[config.mk]
export PLATFORM = sky130hd
export DESIGN_NAME = at_response_deframer
export DESIGN_NICKNAME = d
export VERILOG_FILES = /design/src/sv/ard_pkg.sv /design/src/sv/at_response_deframer.sv /design/src/sv/ard_core.sv
export SDC_FILE = /design/constraint.sdc
export NUM_CORES = 1
export LEC_CHECK = 0
export BUFFER_PORTS_ARGS = -buffer_cell sky130_fd_sc_hd__buf_2
export CAP_MARGIN = 15
export CORE_MARGIN = 10
export CORE_UTILIZATION = 25
export CTS_BUF_LIST = sky130_fd_sc_hd__clkbuf_16
export DETAILED_ROUTE_END_ITERATION = 7
export GPL_ROUTABILITY_DRIVEN = 0
export PLACE_DENSITY = 0.5
export SLEW_MARGIN = 20
export SYNTH_ARGS = -nofsm -noshare
export SYNTH_HDL_FRONTEND = slang
export SYNTH_SLANG_ARGS = --single-unit
[constraint.sdc]
create_clock -name clk -period 2.1 [get_ports clk]
set_input_delay 0.315 -clock clk [delete_from_list [all_inputs] [get_ports clk]]
set_output_delay 0.315 -clock clk [all_outputs]
set_load 0.1 [all_outputs]
[src/sv/ard_pkg.sv]
// Shared types and constants for the AT response deframer.
// Used by ard_core, at_response_deframer and the testbench; no other dependencies.
`timescale 1ns / 1ps
`default_nettype none

package ard_pkg;

    localparam int BUFFER_DEPTH_DEFAULT = 256;

    localparam logic [7:0] CHAR_CR     = 8'h0D;
    localparam logic [7:0] CHAR_LF     = 8'h0A;
    localparam logic [7:0] STATUS_UP   = 8'h34;
    localparam logic [7:0] STATUS_DOWN = 8'h31;

    localparam int HEADER_KEEP   = 10;
    localparam int HDR_IDX_W     = 4;
    localparam int TAG_LEN       = 8;
    localparam int STATUS_OFFSET = 9;

    // "+BTSTATE"
    localparam logic [7:0] STATE_TAG [TAG_LEN] = '{
        8'h2B, 8'h42, 8'h54, 8'h53, 8'h54, 8'h41, 8'h54, 8'h45
    };

    typedef struct packed {
        logic       data_valid;
        logic [7:0] data_byte;
        logic       frame_done;
        logic       connect_event;
        logic       disconnect_event;
        logic       link_connected;
    } ard_result_t;

endpackage

`default_nettype wire

[src/sv/at_response_deframer.sv]
// AT response deframer, top level: input register, decode core, result register.
// Depends on ard_pkg and ard_core.
//
// Usage:
//   Input channel in_valid/in_ready carries rx_byte, one received serial byte
//   per transfer. Output channel out_valid/out_ready carries one result per
//   byte: data_valid/data_byte for plain data, frame_done with connect_event
//   or disconnect_event when a CR LF framed response closes, and the current
//   link_connected flag.
//   The input register and then the result register carry each byte; a byte
//   waits in the input register while the result register is stalled.
//   Throughput: one byte per cycle while out_ready is high; the decode of each
//   byte against the framing flags and the ten kept header bytes is combinational.
//   Reset (rst_n low) clears the framing flags, write position, kept header
//   and connected flag; both pipeline stages come out empty.
//   When the receiver stalls, the result register holds; the input register
//   still takes one more byte, then in_ready drops until out_ready returns.
`timescale 1ns / 1ps
`default_nettype none

module at_response_deframer
    import ard_pkg::*;
#(
    parameter int BUFFER_DEPTH = BUFFER_DEPTH_DEFAULT
)
(
    input  wire logic       clk,
    input  wire logic       rst_n,
    input  wire logic       in_valid,
    output logic            in_ready,
    input  wire logic [7:0] rx_byte,
    output logic            out_valid,
    input  wire logic       out_ready,
    output logic            data_valid,
    output logic [7:0]      data_byte,
    output logic            frame_done,
    output logic            connect_event,
    output logic            disconnect_event,
    output logic            link_connected
);

    logic        s1_valid_reg;
    logic [7:0]  s1_byte_reg;
    logic        out_valid_reg;
    ard_result_t res_reg;
    ard_result_t res_next;
    logic        s1_advance;

    assign s1_advance = s1_valid_reg && (!out_valid_reg || out_ready);
    assign in_ready   = !s1_valid_reg || s1_advance;

    ard_core #(
        .BUFFER_DEPTH (BUFFER_DEPTH)
    ) u_core (
        .clk     (clk),
        .rst_n   (rst_n),
        .step    (s1_advance),
        .rx_byte (s1_byte_reg),
        .result  (res_next)
    );

    always_ff @(posedge clk or negedge rst_n)
    begin
        if (!rst_n)
        begin
            s1_valid_reg  <= 1'b0;
            out_valid_reg <= 1'b0;
        end
        else
        begin
            if (in_ready)
                s1_valid_reg <= in_valid;
            if (s1_advance)
                out_valid_reg <= 1'b1;
            else if (out_ready)
                out_valid_reg <= 1'b0;
        end
    end

    // payload: hold while stalled
    always_ff @(posedge clk)
    begin
        if (in_valid && in_ready)
            s1_byte_reg <= rx_byte;
        if (s1_advance)
            res_reg <= res_next;
    end

    assign out_valid        = out_valid_reg;
    assign data_valid       = res_reg.data_valid;
    assign data_byte        = res_reg.data_byte;
    assign frame_done       = res_reg.frame_done;
    assign connect_event    = res_reg.connect_event;
    assign disconnect_event = res_reg.disconnect_event;
    assign link_connected   = res_reg.link_connected;

`ifndef SYNTHESIS
    a_event_needs_close: assert property (@(posedge clk) disable iff (!rst_n)
        out_valid && (connect_event || disconnect_event) |-> frame_done)
        else $error("link event without frame close");

    a_event_sets_flag: assert property (@(posedge clk) disable iff (!rst_n)
        out_valid && connect_event |-> link_connected && !disconnect_event)
        else $error("connect event did not set link flag");

    a_data_not_framing: assert property (@(posedge clk) disable iff (!rst_n)
        out_valid && data_valid |-> !frame_done)
        else $error("data byte also flagged as frame close");

    a_stage_moves: assert property (@(posedge clk) disable iff (!rst_n)
        s1_advance |=> out_valid_reg)
        else $error("decoded byte lost between stages");
`endif

endmodule

`default_nettype wire

[src/sv/ard_core.sv]
// Framing state and per-byte decode for the AT response deframer.
// Depends on ard_pkg; state advances only when step is high.
`timescale 1ns / 1ps
`default_nettype none

module ard_core
    import ard_pkg::*;
#(
    parameter int BUFFER_DEPTH = BUFFER_DEPTH_DEFAULT
)
(
    input  wire logic        clk,
    input  wire logic        rst_n,
    input  wire logic        step,
    input  wire logic [7:0]  rx_byte,
    output ard_result_t      result
);

    localparam int WP_W = $clog2(BUFFER_DEPTH);

    logic            in_frame_reg, in_frame_next;
    logic            open_cr_reg, open_cr_next;
    logic            close_cr_reg, close_cr_next;
    logic [WP_W-1:0] wp_reg, wp_next;
    logic            connected_reg, connected_next;
    logic [7:0]      header_reg [HEADER_KEEP];
    logic            hdr_we;
    logic            tag_hit;

    always_comb
    begin
        tag_hit = 1'b1;
        for (int i = 0; i < TAG_LEN; i++)
        begin
            if (header_reg[i] != STATE_TAG[i])
                tag_hit = 1'b0;
        end
    end

    always_comb
    begin
        in_frame_next  = in_frame_reg;
        open_cr_next   = open_cr_reg;
        close_cr_next  = close_cr_reg;
        wp_next        = wp_reg;
        connected_next = connected_reg;
        hdr_we         = 1'b0;
        result         = '0;

        if (!in_frame_reg)
        begin
            if (rx_byte == CHAR_CR)
                open_cr_next = 1'b1;
            else if (open_cr_reg)
            begin
                if (rx_byte == CHAR_LF)
                    in_frame_next = 1'b1;
                else
                    open_cr_next = 1'b0;
            end
            else
            begin
                result.data_valid = 1'b1;
                result.data_byte  = rx_byte;
            end
        end
        else
        begin
            if (rx_byte == CHAR_CR)
                close_cr_next = 1'b1;
            else if (close_cr_reg)
            begin
                if (rx_byte == CHAR_LF)
                begin
                    in_frame_next     = 1'b0;
                    open_cr_next      = 1'b0;
                    close_cr_next     = 1'b0;
                    wp_next           = '0;
                    result.frame_done = 1'b1;
                    if (tag_hit)
                    begin
                        if (header_reg[STATUS_OFFSET] == STATUS_UP)
                        begin
                            connected_next       = 1'b1;
                            result.connect_event = 1'b1;
                        end
                        else if (header_reg[STATUS_OFFSET] == STATUS_DOWN)
                        begin
                            connected_next          = 1'b0;
                            result.disconnect_event = 1'b1;
                        end
                    end
                end
                else
                    close_cr_next = 1'b0;
            end
            else
            begin
                hdr_we = (wp_reg < WP_W'(HEADER_KEEP));
                // wrap at the buffer depth
                if (wp_reg == WP_W'(BUFFER_DEPTH - 1))
                    wp_next = '0;
                else
                    wp_next = wp_reg + WP_W'(1);
            end
        end

        result.link_connected = connected_next;
    end

    always_ff @(posedge clk or negedge rst_n)
    begin
        if (!rst_n)
        begin
            in_frame_reg  <= 1'b0;
            open_cr_reg   <= 1'b0;
            close_cr_reg  <= 1'b0;
            wp_reg        <= '0;
            connected_reg <= 1'b0;
            for (int i = 0; i < HEADER_KEEP; i++)
                header_reg[i] <= '0;
        end
        else if (step)
        begin
            in_frame_reg  <= in_frame_next;
            open_cr_reg   <= open_cr_next;
            close_cr_reg  <= close_cr_next;
            wp_reg        <= wp_next;
            connected_reg <= connected_next;
            if (hdr_we)
                header_reg[wp_reg[HDR_IDX_W-1:0]] <= rx_byte;
        end
    end

endmodule

`default_nettype wire

* Word-level counts from Yosys, hierarchy flattened
Index checks and enable logic that the tools add are counted.
** Word-level totals
- Bits in registers :: 115
- Word-level logic and storage cells :: 113
- Output and inout bits :: 15
- Input bits :: 12
** Cells by class
- $add $sub $neg :: 1
- Bitwise operators :: 6
- Reductions and logical operators :: 17
- Multiplexer cells :: 45
- Order comparisons :: 3
- Eq/ne operators :: 17
** Operator list (number)
- bitwise mux 80 bit :: 1
- inequality test 8 x 7 -> 1 bit (second input constant) :: 7
- 2-to-1 mux 1 bit :: 36
- demux 8 bit (select 4 bit) :: 1
- 2-to-1 mux 8 bit :: 4
- equality test 8 x 4 -> 1 bit (second input constant) :: 2
- equality test 8 x 6 -> 1 bit (second input constant) :: 2
- 2-to-1 mux 9 bit :: 1
- adder 8 x 1 -> 8 bit (second input constant) :: 1
- equality test 8 bit (second input constant) :: 1
- < comparator 8 x 4 -> 1 bit (second input constant) :: 1
- inequality test 2 bit (second input constant) :: 4
- inequality test 8 x 6 -> 1 bit (second input constant) :: 1
- AND reduction 4 bit :: 2
- OR reduction 3 bit :: 2
- OR reduction 6 bit :: 1
- >= comparator 5 bit (second input constant) :: 1
- < comparator 5 x 1 -> 1 bit (second input constant) :: 1
- NOT 1 bit :: 5
- NOT 4 -> 5 bit :: 1
- OR reduction 5 bit :: 1
- AND reduction 2 bit :: 2
- logical AND 1 bit :: 3
- 2-to-1 mux 3 bit :: 1
- other kinds (5) :: 7

* Depth between registers and ports, before layout
Gate-level depths: netlist of the first run.
- Word-level depth :: 14
- Gate-level depth with buffers :: 6
- Mapped depth without buffers :: 6

* By module
From an unflattened synthesis of the first run, not the netlist that was laid out.
** Second synthesis, totals
- Cell total of the unflattened synthesis :: 332
- Area total of the unflattened synthesis :: 4699.5 um2
** Modules (own cells, without submodules)
- ard_core :: times used 1, sequential area each 2102.0 um2, cells an instance 303, area each 3965.1 um2
- at_response_deframer :: times used 1, sequential area each 680.7 um2, cells an instance 29, area each 734.5 um2

* Least setup slack after synthesis of the first run
No wires, ideal clock.
- Path kind :: register to register
- From :: register out_valid_reg (netlist: out_valid)
- To :: register s1_byte_reg[0], enable pin
- Clock period less this slack :: 2.747 ns
- Arrival time :: 2.465 ns
- Data required time :: 1.818 ns
- Path slack :: -0.647 ns
- Cell stages (with the launch flop) :: 3
- Buffers on the path :: 0
- Path through :: dfrtp_1 nand3b_1 and2_1
** On the way
- Word-level cells in the longest chain between the ends :: 5
** RTL lines
- start, declared :: RTL line at_response_deframer.sv:44 : logic out_valid_reg;
- start signal, assigned :: RTL line at_response_deframer.sv:67 : out_valid_reg <= 1'b0;
- start signal, assigned :: RTL line at_response_deframer.sv:74 : out_valid_reg <= 1'b1;
- start signal, assigned :: RTL line at_response_deframer.sv:76 : out_valid_reg <= 1'b0;
- zero test 1 bit :: RTL line at_response_deframer.sv:49 : assign s1_advance = s1_valid_reg && (!out_valid_reg || out_ready);
- logical OR 1 bit :: RTL line at_response_deframer.sv:49
- logical AND 1 bit :: RTL line at_response_deframer.sv:49
- logical OR 1 bit :: RTL line at_response_deframer.sv:50 : assign in_ready = !s1_valid_reg || s1_advance;
- named net in_ready :: RTL line at_response_deframer.sv:30 : output logic in_ready,
- logical AND 1 bit :: RTL line at_response_deframer.sv:83 : if (in_valid && in_ready)
- end signal, assigned :: RTL line at_response_deframer.sv:84 : s1_byte_reg <= rx_byte;
- end, declared :: RTL line at_response_deframer.sv:43 : logic [7:0] s1_byte_reg;
The timed path passes the listed nets, and every way through them passes these cells.
A chain may end at the register's enable or synchronous reset.

* Worst setup path after layout of the first run
- From :: register s1_byte_reg[4]
- To :: register u_core.header_reg[19] (netlist name)
** On the way
- Word-level cells in the longest chain between the ends :: 4
** RTL lines
- equality test 8 x 4 -> 1 bit :: RTL line ard_core.sv:69 : if (rx_byte == CHAR_CR)
- 2-to-1 mux 1 bit :: RTL line ard_core.sv:69
- 2-to-1 mux 1 bit :: RTL line ard_core.sv:50 : if (!in_frame_reg)
- AND reduction 2 bit (no source line)
- end signal, assigned by index :: RTL line ard_core.sv:131 : header_reg[wp_reg[HDR_IDX_W-1:0]] <= rx_byte;
- end, declared :: RTL line ard_core.sv:26 : logic [7:0] header_reg [HEADER_KEEP];
Every way passes these cells.

==> flow_summary.ini, run 1 <==
[timing]
rsz0062_at_grt = yes
finalHoldViolations = 0
fin_crit_ns = 2.13
fin_setup_tns_ns = -0.302
max-slew-margin-rel_pct = 55.3
setup_slack_ns = -0.0301
slew_viol_final = 0
setup_violations = 19
timing.fmax_mhz = 469
tightest_slew_ns = 0.666
fin_crit_sh_pct = 101
skew_ns = 0.0119
whs_ns = 0.136

[detailed_routing]
vias = 2777
wl_um = 10400
first_pass_iters = 4
drtIter0Drc = 105
wl_per_cell_um = 16.8
via_per_inst = 4.51
drtAntennaViolNets = 0
drc_errors = 0

[global_route]
grtUsageMet3_pct = 2.76
first_global_vias = 2932
grt_max_degree = 38
grt_antenna_before_repair = 0
grt_overflow = 0
met1_usage_pct = 11.9
grt_util_met2_pct = 13.1
grt_use_total_pct = 8.85
grt_pass1_wl_um = 16600
busiest_layer = met2

[finish]
fin_util_pct = 32.0
fin_nets = 398
layout.cells.non_filler = 616
drive_gt1_share_pct = 45.0
final_cell_mix = dfrtp_1, mux2_2, buf_4, buf_2, edfxtp_1
largest_reg_flops = 72
synthToLayoutAreaGrowth_pct = 26.1
final_common_cell = dfrtp_1
antennaDiodeCount = 0

[yosys]
synth.largest_area_cell = dfrtp_1
syn_area_per_cell_um2 = 14.2
synthTopCellsByArea = dfrtp_1, mux2_2, edfxtp_1
ys_warn_count = 0
ys_ff_latch = 107
syn_nets = 338
synth_cell_types = 48
synth_area_um2 = 4580
yosysSeqAreaShare_pct = 60.7
syn_inst = 322
synth_ff_type = dfrtp_1
synth-edff-count = 21
async_reset_ff_share_pct = 80.4
synth_top_area_share_pct = 47.0

[power]
cellPowerDensity_nw_per_um2 = 745
p_clk_share_pct = 42.1
seqPwrFrac_pct = 50.5
p_int_mw = 3.27
sw_frac_of_total_pct = 24.0
combPwrFrac_pct = 7.4
power_switching_mw = 1.03
ir_drop_mv = 0.476
p_leak_nw = 2.67

[status]
status = finished with violations
violations = negative setup slack

[floorplan]
placementRows = 49
ios = 27
die_area_um2 = 24100
die_w_um = 155
start_util_pct = 25.4
coreArea_um2 = 18000
die_height_um = 155

[placement]
portBuffers = 26
placed_cells = 593
dp_slack_ns = -0.199
place_hpwl_um = 7090

[run]
max-cap-violations = 0

[cts]
cts_tree = done
cts_buffers = 9
clk_pin_slew_ns = 0.07
htreeDepth = 3
clock-sinks = 107
insertion_delay_ns = 0.36
cts_buffer_depth = 2
cts_root_buffer = clkbuf_16

[worst_setup_path]
cp_cell_sequence = or4_4, o2111ai_4, nor4b_4, buf_12, nand2_8, mux2_2
rr_worst_depth = 6
critPathCaptureType = flip-flop
critPathArrivalTime_ns = 2.37
start_kind = flip-flop
crit_required_ns = 2.34
cp-endpoint = u_core.header_reg[19]
cp_max_fo = 8
r2r-end = u_core.header_reg[19]
crit_path_start = s1_byte_reg[4]
timing.rr.start = s1_byte_reg[4]
cp_slowest_cell = or4_4
slowest_delay_ns = 0.59
r2r_slack_ns = -0.03
crit_type = flip-flop to flip-flop

[hold_path]
hp-class = primary input to flip-flop
==> worst max-delay path, delay by kind of cell (launching register included) <==
family          cells  cell delay [ns]
buf+inv             1             0.16
compound gates      1             0.28
mux                 1             0.34
simple gates        3             0.78
flops               1             0.46
==> power groups by stage <==
stage               Sequential (mW)  Clock [mW]  Combinational (mW)
floorplan                      2.33           0              0.0668
global placement               2.21           0               0.312
detailed placement             2.22           0               0.315
CTS                            2.17        1.85               0.322
finish                         2.17        1.81               0.318
global route                   2.18        1.95               0.341
==> logic make-up after synthesis <==
kind of cell / after synthesis / share of synthesized area (%)
muxes: 72 / 17.7
xor gates and xnor gates: 1 / 0.191
adders and majority gates: 4 / 1.09
DFF: 107 / 60.7
buffers and inverters: 24 / 2.24
AOI/OAI and AO/OA: 25 / 4.12
and+or+nand+nor: 89 / 13.9
==> worst min path at each step <==
stage	from	endpoint	cells past startpoint
global route	rx_byte[6]	s1_byte_reg[6]	1
finish	rx_byte[6]	s1_byte_reg[6]	1
detailed placement	rst_n	out_valid	1
CTS	rx_byte[1]	s1_byte_reg[1]	1
global placement	rst_n	out_valid	1
floorplan	rst_n	s1_valid_reg	0
==> repair_timing <==
action                                  CTS  global route
cloned                                    0             0
endpoints found under the setup margin   75            81
hold buffers                              1             0
gates resized for setup                  12            22
buffers inserted                          6             5
endpoints found under the hold margin    31             0
pin swaps                                 5             3
==> layout make-up <==
| cell class | instances | area (um2) |
|---|---|---|
| timing repair buffer | 65 | 515 |
| clock buffer | 9 | 225 |
| tap | 229 | 287 |
| sequential | 107 | 2790 |
| clock inverter | 7 | 91.3 |
| fill | 1821 | 12200 |
| inverter | 8 | 30.0 |
| multi-input combinational | 191 | 1840 |
==> per-layer routing <==
| layer | share of wire, % | up-vias |
|---|---|---|
| met4 | 1.3 | 0 |
| li1 | - | 1305 |
| met5 | 0 | - |
| met2 | 43 | 47 |
| met1 | 51 | 1414 |
| met3 | 4.8 | 11 |
==> cells in the mapped netlist, drive strengths merged (2+ instances only) <==
master   n
buf      8
inv      8
nor2     7
nor4b    8
nand4    7
nand2   16
and2    15
nor4bb   4
and3     3
o41ai    2
clkbuf   8
o21ai    7
a31oi    3
mux2    72
edfxtp  21
a21oi    2
nand2b   2
nor3     4
nor4     6
ha       4
or4bb    3
dfrtp   86
nand3    3
a21o     3
nand4b   3
==> metrics by stage <==
step | cell area [um2] | power, mW
after global placement | 5250 | 2.53
after CTS | 5690 | 4.35
after detailed placement | 5250 | 2.53
final | 5780 | 4.30
after floorplan | 4590 | 2.40
after global routing | 5780 | 4.46
Power figures use the tool's default switching activity.
==> run 2: changes to the inputs <==
Settings changed: TNS_END_PERCENT set to 5.
==> run 2 against run 1 <==
Net effect: the flow still finishes with violations (negative setup slack); die area unchanged; sequential share of layout area increased by 0.39 points; flip-flop and latch count unchanged; clock skew decreased by 0.0023 ns; total power decreased by 4.1%; maximum frequency decreased by 1.8%; non-clock buffer count decreased by 2; critical path depth unchanged; critical endpoint is now u_core.header_reg[18].
==> flow_summary.ini, run 2 (same netlist as run 1, synthesis figures left out) <==
[placement]
place_hpwl_um = 7300
placed_cells = 594
portBuffers = 26

[finish]
final_cell_mix = dfrtp_1, mux2_2, buf_4, buf_2, edfxtp_1
multi_input_area_um2 = 1840
largest_reg_flops = 72
synthToLayoutAreaGrowth_pct = 25.1
drive_gt1_share_pct = 44.7
seq_area_um2 = 2790
fill_cells = 1832
antennaDiodeCount = 0
layout.cells.non_filler = 614
fin_nets = 396
final_common_cell = dfrtp_1

[detailed_routing]
drc_errors = 0
wl_um = 10400
vias = 2783
first_pass_iters = 4
drtAntennaViolNets = 0
dr_wl_met2_um = 4700
drtIter0Drc = 127
wl_per_cell_um = 16.9
route.met3.wl_um = 430
wl_met1_um = 5100
highest_layer = met4
via_per_inst = 4.53

[global_route]
grt_pass1_wl_um = 16900
first_global_vias = 3000
grt_antenna_before_repair = 0
grt_max_degree = 39
grt_overflow = 0
grt_use_total_pct = 9.00

[cts]
htreeDepth = 3
cts_tree = done
clk_pin_slew_ns = 0.07
cts_buffers = 9
cts_buffer_depth = 2
clock-sinks = 107
cts_root_buffer = clkbuf_16
insertion_delay_ns = 0.36

[floorplan]
start_util_pct = 25.4
die_w_um = 155
die_area_um2 = 24100
placementRows = 49
coreArea_um2 = 18000
die_height_um = 155
ios = 27

[worst_setup_path]
cp_cell_sequence = or4_4, o2111ai_4, nor4b_4, buf_12, nand2_8, mux2_2
critPathCaptureType = flip-flop
slowest_delay_ns = 0.61
crit_type = flip-flop to flip-flop
cp_top_family = simple AND/OR/NAND/NOR gates
cp_slowest_cell = or4_4
cp_max_fo = 8
cp_num_buf_inv = 1
critPathArrivalTime_ns = 2.41
start_kind = flip-flop
crit_required_ns = 2.34

[timing]
rsz0062_at_grt = yes
setup_slack_ns = -0.0689
setup_violations = 40
tightest_slew_ns = 0.657
finalHoldViolations = 0
skew_ns = 0.00963
fin_crit_ns = 2.17
max-slew-margin-rel_pct = 55.9
fin_crit_sh_pct = 103
timing.fmax_mhz = 461
slew_viol_final = 0

[power]
power_mw = 4.12
cellPowerDensity_nw_per_um2 = 719
ir_drop_mv = 0.483
p_leak_nw = 2.62

[run]
max-cap-violations = 0

[status]
violations = negative setup slack
status = finished with violations

[hold_path]
hp-class = primary input to flip-flop
-- run 2: worst register-to-register path, cell delays in order, from the launching register on --
cell and delay (ns):
edfxtp_1 0.46, or4_4 0.61, o2111ai_4 0.29, nor4b_4 0.09, buf_12 0.16, nand2_8 0.11
mux2_2 0.34
-- run 2: final cells by class --
| class | count | share of cell area (%) |
|---|---|---|
| clock buffers | 10 | 4.37 |
| clock inverters | 6 | 0.633 |
| inverters | 8 | 0.524 |
| multi-input cells | 191 | 32.1 |
| flip-flops and latches | 107 | 48.6 |
| well taps | 229 | 5.00 |
| repair buffers | 63 | 8.80 |
-- run 2: power by group --
group / internal, mW / leakage (nW) / switching, mW
Sequential: 2.15 / 1.38 / 0.0206
Combinational: 0.0673 / 1.11 / 0.248
Clock: 0.873 / 0.141 / 0.761
Total: 3.09 / 2.62 / 1.03
-- run 2: repair_timing --
item,CTS,global route
hold endpoints to repair,35,0
hold buffers,1,0
pin swaps,1,4
resized for setup,3,28
endpoints found under the setup margin,52,78
buffers inserted,2,3
-- run 2: routing by layer --
layer  vias up  GRT usage [%]
li1       1303              -
met1      1421           11.7
met2        47           13.5
met3        12           3.01
met4         0           3.48
met5         -              0
-- run 2: final timing paths --
check / slack (ns) / to / startpoint / depth (start not counted)
min reg2reg: 0.50 / u_core.header_reg[22] / u_core.header_reg[22] / 1
max reg2reg: -0.07 / u_core.header_reg[18] / s1_byte_reg[4] / 6
min in group asynchronous: 0.48 / u_core.wp_reg[5] / rst_n / 2
max in group asynchronous: 1.04 / u_core.connected_reg / rst_n / 3
max: -0.07 / u_core.header_reg[18] / s1_byte_reg[4] / 6
min: 0.13 / s1_byte_reg[4] / rx_byte[4] / 1
-- run 2: per-stage QoR --
step                hold slack, ns  area, um2  setup TNS (ns)  utilization, %  worst slack, ns
floorplan                   0.0194       4590           -1.51               -          -0.0788
global placement             0.336       5260           -1.10            29.2           -0.150
detailed placement           0.342       5260           -2.07            29.2           -0.214
CTS                          0.117       5580           -1.36            31.0          -0.0592
global route                 0.116       5730           -5.78            31.8           -0.128
finish                       0.131       5730           -2.14            31.8          -0.0689
